==> config.mk <==
export PLATFORM = sky130hd
export DESIGN_NAME = pgxlat_ctrl
export DESIGN_NICKNAME = d
export VERILOG_FILES = /design/src/rtl/two_level_page_translator_with_tlb_defines.svh /design/src/rtl/pgxlat_pkg.sv /design/src/rtl/pgxlat_ctrl.sv
export SDC_FILE = /design/constraint.sdc
export NUM_CORES = 1
export LEC_CHECK = 0
export BUFFER_PORTS_ARGS = -buffer_cell sky130_fd_sc_hd__clkbuf_2
export CELL_PAD_IN_SITES_DETAIL_PLACEMENT = 1
export CELL_PAD_IN_SITES_GLOBAL_PLACEMENT = 2
export CORE_AREA = 2 2 39 41
export CTS_BUF_LIST = sky130_fd_sc_hd__clkbuf_4 sky130_fd_sc_hd__clkbuf_8 sky130_fd_sc_hd__clkbuf_16
export DETAILED_ROUTE_END_ITERATION = 12
export DIE_AREA = 0 0 41 43
export PLACE_DENSITY = 0.67
export SYNTH_ARGS = -nofsm -noshare
export SYNTH_HDL_FRONTEND = slang
export SYNTH_SLANG_ARGS = --single-unit
==> constraint.sdc <==
create_clock -name clk -period 2.71 [get_ports clk]
set_clock_uncertainty 0.1 [all_clocks]
set_input_delay 0.4065 -clock clk [delete_from_list [all_inputs] [get_ports clk]]
set_output_delay 0.4065 -clock clk [all_outputs]
set_load 0.05 [all_outputs]
==> src/rtl/two_level_page_translator_with_tlb_defines.svh <==
// Assertion macros for the page translator.
// Both expect a clock named clk in scope; PGX_ASSERT also expects an active-low reset named arst_n.
`ifndef TWO_LEVEL_PAGE_TRANSLATOR_WITH_TLB_DEFINES_SVH
`define TWO_LEVEL_PAGE_TRANSLATOR_WITH_TLB_DEFINES_SVH

`ifndef ASSERT_OFF
// checked only outside reset
`define PGX_ASSERT(lbl, prop, msg) \
	lbl: assert property (@(posedge clk) disable iff (!arst_n) prop) else $error(msg);
// checked at every edge, reset included
`define PGX_ASSERT_NR(lbl, prop, msg) \
	lbl: assert property (@(posedge clk) prop) else $error(msg);
`else
`define PGX_ASSERT(lbl, prop, msg)
`define PGX_ASSERT_NR(lbl, prop, msg)
`endif

`endif

==> src/rtl/pgxlat_pkg.sv <==
package pgxlat_pkg;

	// table sizes
	localparam int SEG_ENTRIES  = 2048;
	localparam int PAGE_ENTRIES = 4096;
	localparam int TLB_SLOTS    = 8;
	localparam int SEG_AW       = $clog2(SEG_ENTRIES);
	localparam int PAGE_AW      = $clog2(PAGE_ENTRIES);
	localparam int TLB_IW       = $clog2(TLB_SLOTS);

	// address layout
	localparam int VA_W   = 32;
	localparam int OFS_W  = 12;
	localparam int VPN_W  = VA_W - OFS_W;
	localparam int SX_LSB = 20;
	localparam int SX_W   = 11;
	localparam int PX_W   = 8;

	// field widths
	localparam int ACT_W = 2;
	localparam int IDX_W = 12;
	localparam int ORG_W = 12;
	localparam int CNT_W = 12;
	localparam int ST_W  = 2;
	localparam int PTE_W = ORG_W + 1;

	// stream widths, padded to whole bytes
	localparam int IN_BITS  = ACT_W + VA_W + IDX_W + ORG_W + VA_W + 2;
	localparam int IN_W     = ((IN_BITS + 7) / 8) * 8;
	localparam int OUT_BITS = ST_W + VA_W + 2;
	localparam int OUT_W    = ((OUT_BITS + 7) / 8) * 8;

	// action codes
	localparam logic [ACT_W-1:0] ACT_XLATE   = 2'd0;
	localparam logic [ACT_W-1:0] ACT_SEG_WR  = 2'd1;
	localparam logic [ACT_W-1:0] ACT_PAGE_WR = 2'd2;

	// status codes
	localparam logic [ST_W-1:0] ST_OK         = 2'd0;
	localparam logic [ST_W-1:0] ST_SEG_FAULT  = 2'd1;
	localparam logic [ST_W-1:0] ST_PAGE_FAULT = 2'd2;

	// request item, last field in the low bits
	typedef struct packed {
		logic             entry_protect;
		logic             entry_invalid;
		logic [VA_W-1:0]  frame_address;
		logic [ORG_W-1:0] origin_value;
		logic [IDX_W-1:0] entry_index;
		logic [VA_W-1:0]  virtual_address;
		logic [ACT_W-1:0] action;
	} item_t;

	// result item, last field in the low bits
	typedef struct packed {
		logic            tlb_hit;
		logic            write_protected;
		logic [VA_W-1:0] physical_address;
		logic [ST_W-1:0] status;
	} res_t;

	// controller to datapath
	typedef struct packed {
		logic clear;
		logic accept;
		logic look;
		logic walk;
		logic push;
	} cmd_t;

	// datapath to controller
	typedef struct packed {
		logic clear_done;
		logic in_xlate;
		logic look_done;
	} sts_t;

endpackage

==> src/rtl/pgxlat_ctrl.sv <==
module pgxlat_ctrl (
	input  logic             clk,
	input  logic             arst_n,
	input  logic             s_tvalid,
	output logic             s_tready,
	output logic             m_tvalid,
	input  logic             m_tready,
	output pgxlat_pkg::cmd_t cmd,
	input  pgxlat_pkg::sts_t sts
);
	import pgxlat_pkg::*;

	typedef enum logic [2:0] {
		S_CLEAR,
		S_IDLE,
		S_LOOK,
		S_WALK,
		S_HOLD
	} state_t;

	state_t state_q;
	logic   m_tvalid_q;

	// commands follow the state
	always_comb begin
		cmd.clear  = (state_q == S_CLEAR);
		cmd.accept = (state_q == S_IDLE) && s_tvalid;
		cmd.look   = (state_q == S_LOOK);
		cmd.walk   = (state_q == S_WALK);
		cmd.push   = (state_q == S_HOLD) && (!m_tvalid_q || m_tready);
	end

	assign s_tready = (state_q == S_IDLE);
	assign m_tvalid = m_tvalid_q;

	// state and output valid
	always_ff @(posedge clk or negedge arst_n) begin
		if (!arst_n) begin
			state_q    <= S_CLEAR;
			m_tvalid_q <= 1'b0;
		end else begin
			if (cmd.push) begin
				m_tvalid_q <= 1'b1;
			end else if (m_tready) begin
				m_tvalid_q <= 1'b0;
			end
			unique case (state_q)
				S_CLEAR: begin
					if (sts.clear_done) begin
						state_q <= S_IDLE;
					end
				end
				S_IDLE: begin
					if (s_tvalid) begin
						state_q <= sts.in_xlate ? S_LOOK : S_HOLD;
					end
				end
				S_LOOK: begin
					state_q <= sts.look_done ? S_HOLD : S_WALK;
				end
				S_WALK: begin
					state_q <= S_HOLD;
				end
				S_HOLD: begin
					if (cmd.push) begin
						state_q <= S_IDLE;
					end
				end
				default: begin
					state_q <= S_CLEAR;
				end
			endcase
		end
	end

endmodule

; After elaboration in Yosys (flattened, before gate mapping)
; Index checks and enable logic that the tools add are counted.
[op_classes]
eq_ne = 7
mux = 8
reduce_logical = 7
[op_table]
columns = cell, n
row1 = 3-bit two-way mux, 5
row2 = 3-bit case mux with 5 select lines, 1
row3 = 3-bit by 2-bit equality test with 1-bit output (second input constant), 2
row4 = 2-bit inequality test (second input constant), 2
row5 = 3-bit by 1-bit equality test with 1-bit output (second input constant), 1
row6 = 3-bit equality test (second input constant), 1
row7 = 3-bit logical NOT, 1
row8 = 3-bit AND reduction, 1
row9 = 1-bit logical AND, 2
row10 = 1-bit two-way mux, 2
row11 = 2-bit by 1-bit inequality test with 1-bit output (second input constant), 1
row12 = 2-bit nonzero test, 1
row13 = 1-bit logical NOT, 1
row14 = 1-bit logical OR, 1
[word_totals]
register_bits = 4
inputBits = 7
word_cells = 24

; Longest topological paths before layout
[depth]
depth_word = 5
ltp_mapped = 4

; Least setup slack after synthesis
; No wires, ideal clock.
[synth_timing]
path_kind = flip-flop to output port
start = register state_q[2]
end = output port cmd[2] in the netlist's numbering
arrival_ns = 1.711
slack_ns = 0.493
path_stages_with_launch = 3
path_cell_list = dfrtp_1 > clkbuf_1 > nor3b_1
[synth_lines]
columns = element, line_no
row1 = start: declaration, pgxlat_ctrl.sv:21  ; state_t state_q;
row2 = start signal: assignment, pgxlat_ctrl.sv:55  ; state_q <= sts.in_xlate ? S_LOOK : S_HOLD;
row3 = start signal: assignment, pgxlat_ctrl.sv:59  ; state_q <= sts.look_done ? S_HOLD : S_WALK;
row4 = end: declaration, pgxlat_ctrl.sv:8  ; output pgxlat_pkg::cmd_t cmd,

==> impl_results.md <==
* Adder-cell share of the synthesized area at 0%
* Crit Path Class: register to output pin
* Fin crit share at 68.6%
* CTS tree: yes
* CP endpoint kind: output pin
* Max_cap viols at 0
* Residual DRC at 0
* Post-synthesis net count at 38
* Antenna-violating nets left at 0
* Mean Syn Cell Area at 8.64 sq um
* Cell area after layout at 365 sq um
* Synth Area in XOR/XNOR at 0%
* Reg-to-Reg End: state_q[0]
* Drt pass-1 iters at 2
* Core area at 1380 sq um
* Die H at 43 microns
* Non-Filler Instances at 61
* First-pass GRT wire length at 1090 microns
* Outcome: finished, final reports clean
* WL per Instance at 10.7 microns
* FILL cells at 176
* Worst IR drop on VDD at 0.251 mV
* CTS H-tree lvls at 1
* Slowest cell on crit path: dfrtp_1
* Largest net degree at the start of global routing at 12
* Final Util at 26.4%
* Multi-input logic area at 140 sq um
* CTS buffer count at 3
* # IOs at 14
* Post-CTS Hold Fix Bufs at 1
* Arrival @ worst endpoint at 1.35 ns
* Setup TNS at 0 ns
* Path category of the worst min-delay check: input pin to register
* Worst Slack Setup Final at 0.850 ns
* Mux contribution to synthesized area at 0%
* Synthesized flop and latch total at 4
* Register area at 100 sq um
* Vias in the first global route at 259
* Max-slew headroom at 79.4%
* Mapped Cells at 31
* Worst-path maximum fanout at 11
* CP required at 2.20 ns
* Fmax at 0.538 GHz
* Routed WL at 650 microns
* Worst Max-Slew Pin Slew at 0.309 ns
* Mapped Area at 268 sq um
* Clk buf depth at 2
* Fin. max-slew vios at 0
* Vias/cell at 4.25
* Worst-path clk slew at 0.04 ns
* Post-CTS sizing at 0
* Hold Path Stages at 3
* Final hold violation count at 0
* Delay of the slowest cell on the worst path at 0.48 ns
* P&R area growth vs syn at 36.4%
* Unrepaired setup endpoints after global routing: false
* Site Rows at 14
* Final Setup Violations at 0
* Clk sinks at 4
* Dpl cell area at 333 sq um
* R2R Setup Slk at 1.46 ns
* Register area share after synthesis at 37.4%
* HP Start: m_tready
* PortBufs at 13
* Yosys warnings at 0
* Place WS at 1.10 ns
* Ant diodes at 0
* Synth unique cells at 23
* Insertion delay to the later sink of the worst-skew pair at 0.23 ns
* GR Overflow Total at 0
* Hold Path End: m_tvalid
* Startpoint types: register
* Crit path time final at 1.86 ns
* Gr usage total at 9.85%
* Reg2Reg Depth at 3
* Crit path buf inv count at 1
* Placed cell count at 57
* CTS root buffer: clkbuf_4
* Full die area at 1760 sq um
* Vias at 259
* Share of post-route cells with drive strength above 1 at 44.4%
* Crit-path leading delay family: flip-flops
* Leak at 0.186 nW
* CP cell instances: nor2_1, and3_1, clkbuf_2
* Post-CTS setup buffer count at 0
* First DRT Iteration DRCs at 2
* Synth Area in Simple Gates at 36.4%
* Worst reg2reg startpoint: state_q[1]
* Synth Area in Compound Gates at 15.9%
* Die W at 41 microns
* Initial cell density of the core at 19.3%
* Dpl hpwl at 499 microns
* Initial antenna violation count at 0
* Fin nets at 54
* Largest family of logic cells by synthesized area: simple AND/OR/NAND/NOR gates
* PD cells at 1330 nW/um^2
* RePlAce Congestion at 0.650
flip-flops by register name (all words and copies together) (netlist names):
register,flops
state_q,3
m_tvalid,1
kinds of logic after synthesis:
kind of cell,Yosys count
AO/OA/AOI/OAI,6
buffers and inverters,5
AND/OR/NAND/NOR,16
flip-flops,4
how the worst max path moves through the flow:
stage / start / cells after the start / endpoint / slack, ns
final: state_q[0] / 3 / cmd[0] / 0.85
after global routing: state_q[0] / 3 / cmd[0] / 0.76
after CTS: state_q[0] / 3 / cmd[0] / 0.84
after detailed placement: state_q[0] / 3 / cmd[0] / 1.10
after global placement: state_q[0] / 3 / cmd[0] / 1.13
after floorplan: state_q[2] / 2 / cmd[2] / 0.49
layout by cell type (no fill, tap or decap):
cell type | synthesis | routed
dfrtp_1 | 4 | 4
a21oi_2 | 1 | 1
nor3b_1 | 2 | 2
nand2_1 | 2 | 2
a31oi_1 | 1 | 1
nand2b_2 | 1 | 1
o21ai_0 | 1 | 1
or3_1 | 1 | 1
dlygate4sd3_1 | 0 | 1
and3_1 | 1 | 1
nor2_1 | 1 | 1
and2b_1 | 1 | 1
o21a_1 | 1 | 1
o22ai_1 | 1 | 1
inv_1 | 2 | 2
and3_2 | 1 | 1
clkbuf_2 | 0 | 13
nand2_2 | 1 | 1
o311ai_1 | 1 | 1
nand2b_1 | 2 | 2
nor3_1 | 2 | 2
clkbuf_4 | 0 | 3
nor2b_1 | 1 | 1
worst min-delay path: stages:
cell and delay [ns]:
clkbuf_2 0.07, nand2b_1 0.12, nand2_1 0.06
cell type report:
type,instances,area share (%)
inverter,2,2.05
tap,16,5.48
sequential,4,27.4
clock buffer,3,6.16
multi-input combinational,22,38.4
timing repair buffer,14,20.5
synthesized netlist by cell type:
master    n  area share [%]
dfrtp_1   4              37
inv_1     2             2.8
nand2_1   2             2.8
nand2b_1  2             4.7
nor3_1    2             3.7
nor3b_1   2             5.6
a21oi_2   1             3.3
a31oi_1   1             2.3
and2b_1   1             2.8
and3_1    1             2.3
and3_2    1             2.8
buf_2     1             1.9
buf_6     1             4.2
clkbuf_1  1             1.4
nand2_2   1             2.3
nand2b_2  1             3.3
nor2_1    1             1.4
nor2b_1   1             2.3
o21a_1    1             2.8
o21ai_0   1             1.9
o22ai_1   1             2.3
o311ai_1  1             3.3
or3_1     1             2.3
metal layers:
layer | part of all wire (%) | vias up | GRT usage, % | wire length (microns)
met4 | 0 | 0 | 10.0 | 0
met2 | 49 | 11 | 12.5 | 318
li1 | - | 134 | - | -
met5 | 0 | - | 0 | 0
met3 | 7.2 | 0 | 3.66 | 47
met1 | 44 | 114 | 11.6 | 284
where the power goes:
part / switching (mW) / internal, mW
sequential: 0.0492 / 0.0840
combinational: 0.201 / 0.0784
clock: 0.0240 / 0.0495
total: 0.274 / 0.212
stage by stage:
step / power, mW / hold WS, ns
6_report: 0.486 / 0.364
5_1_grt: 0.523 / 0.379
4_1_cts: 0.495 / 0.359
3_5_place_dp: 0.416 / 0.117
3_3_place_gp: 0.419 / 0.119
2_1_floorplan: 0.372 / 0.0109
Power figures use the tool's default switching activity.
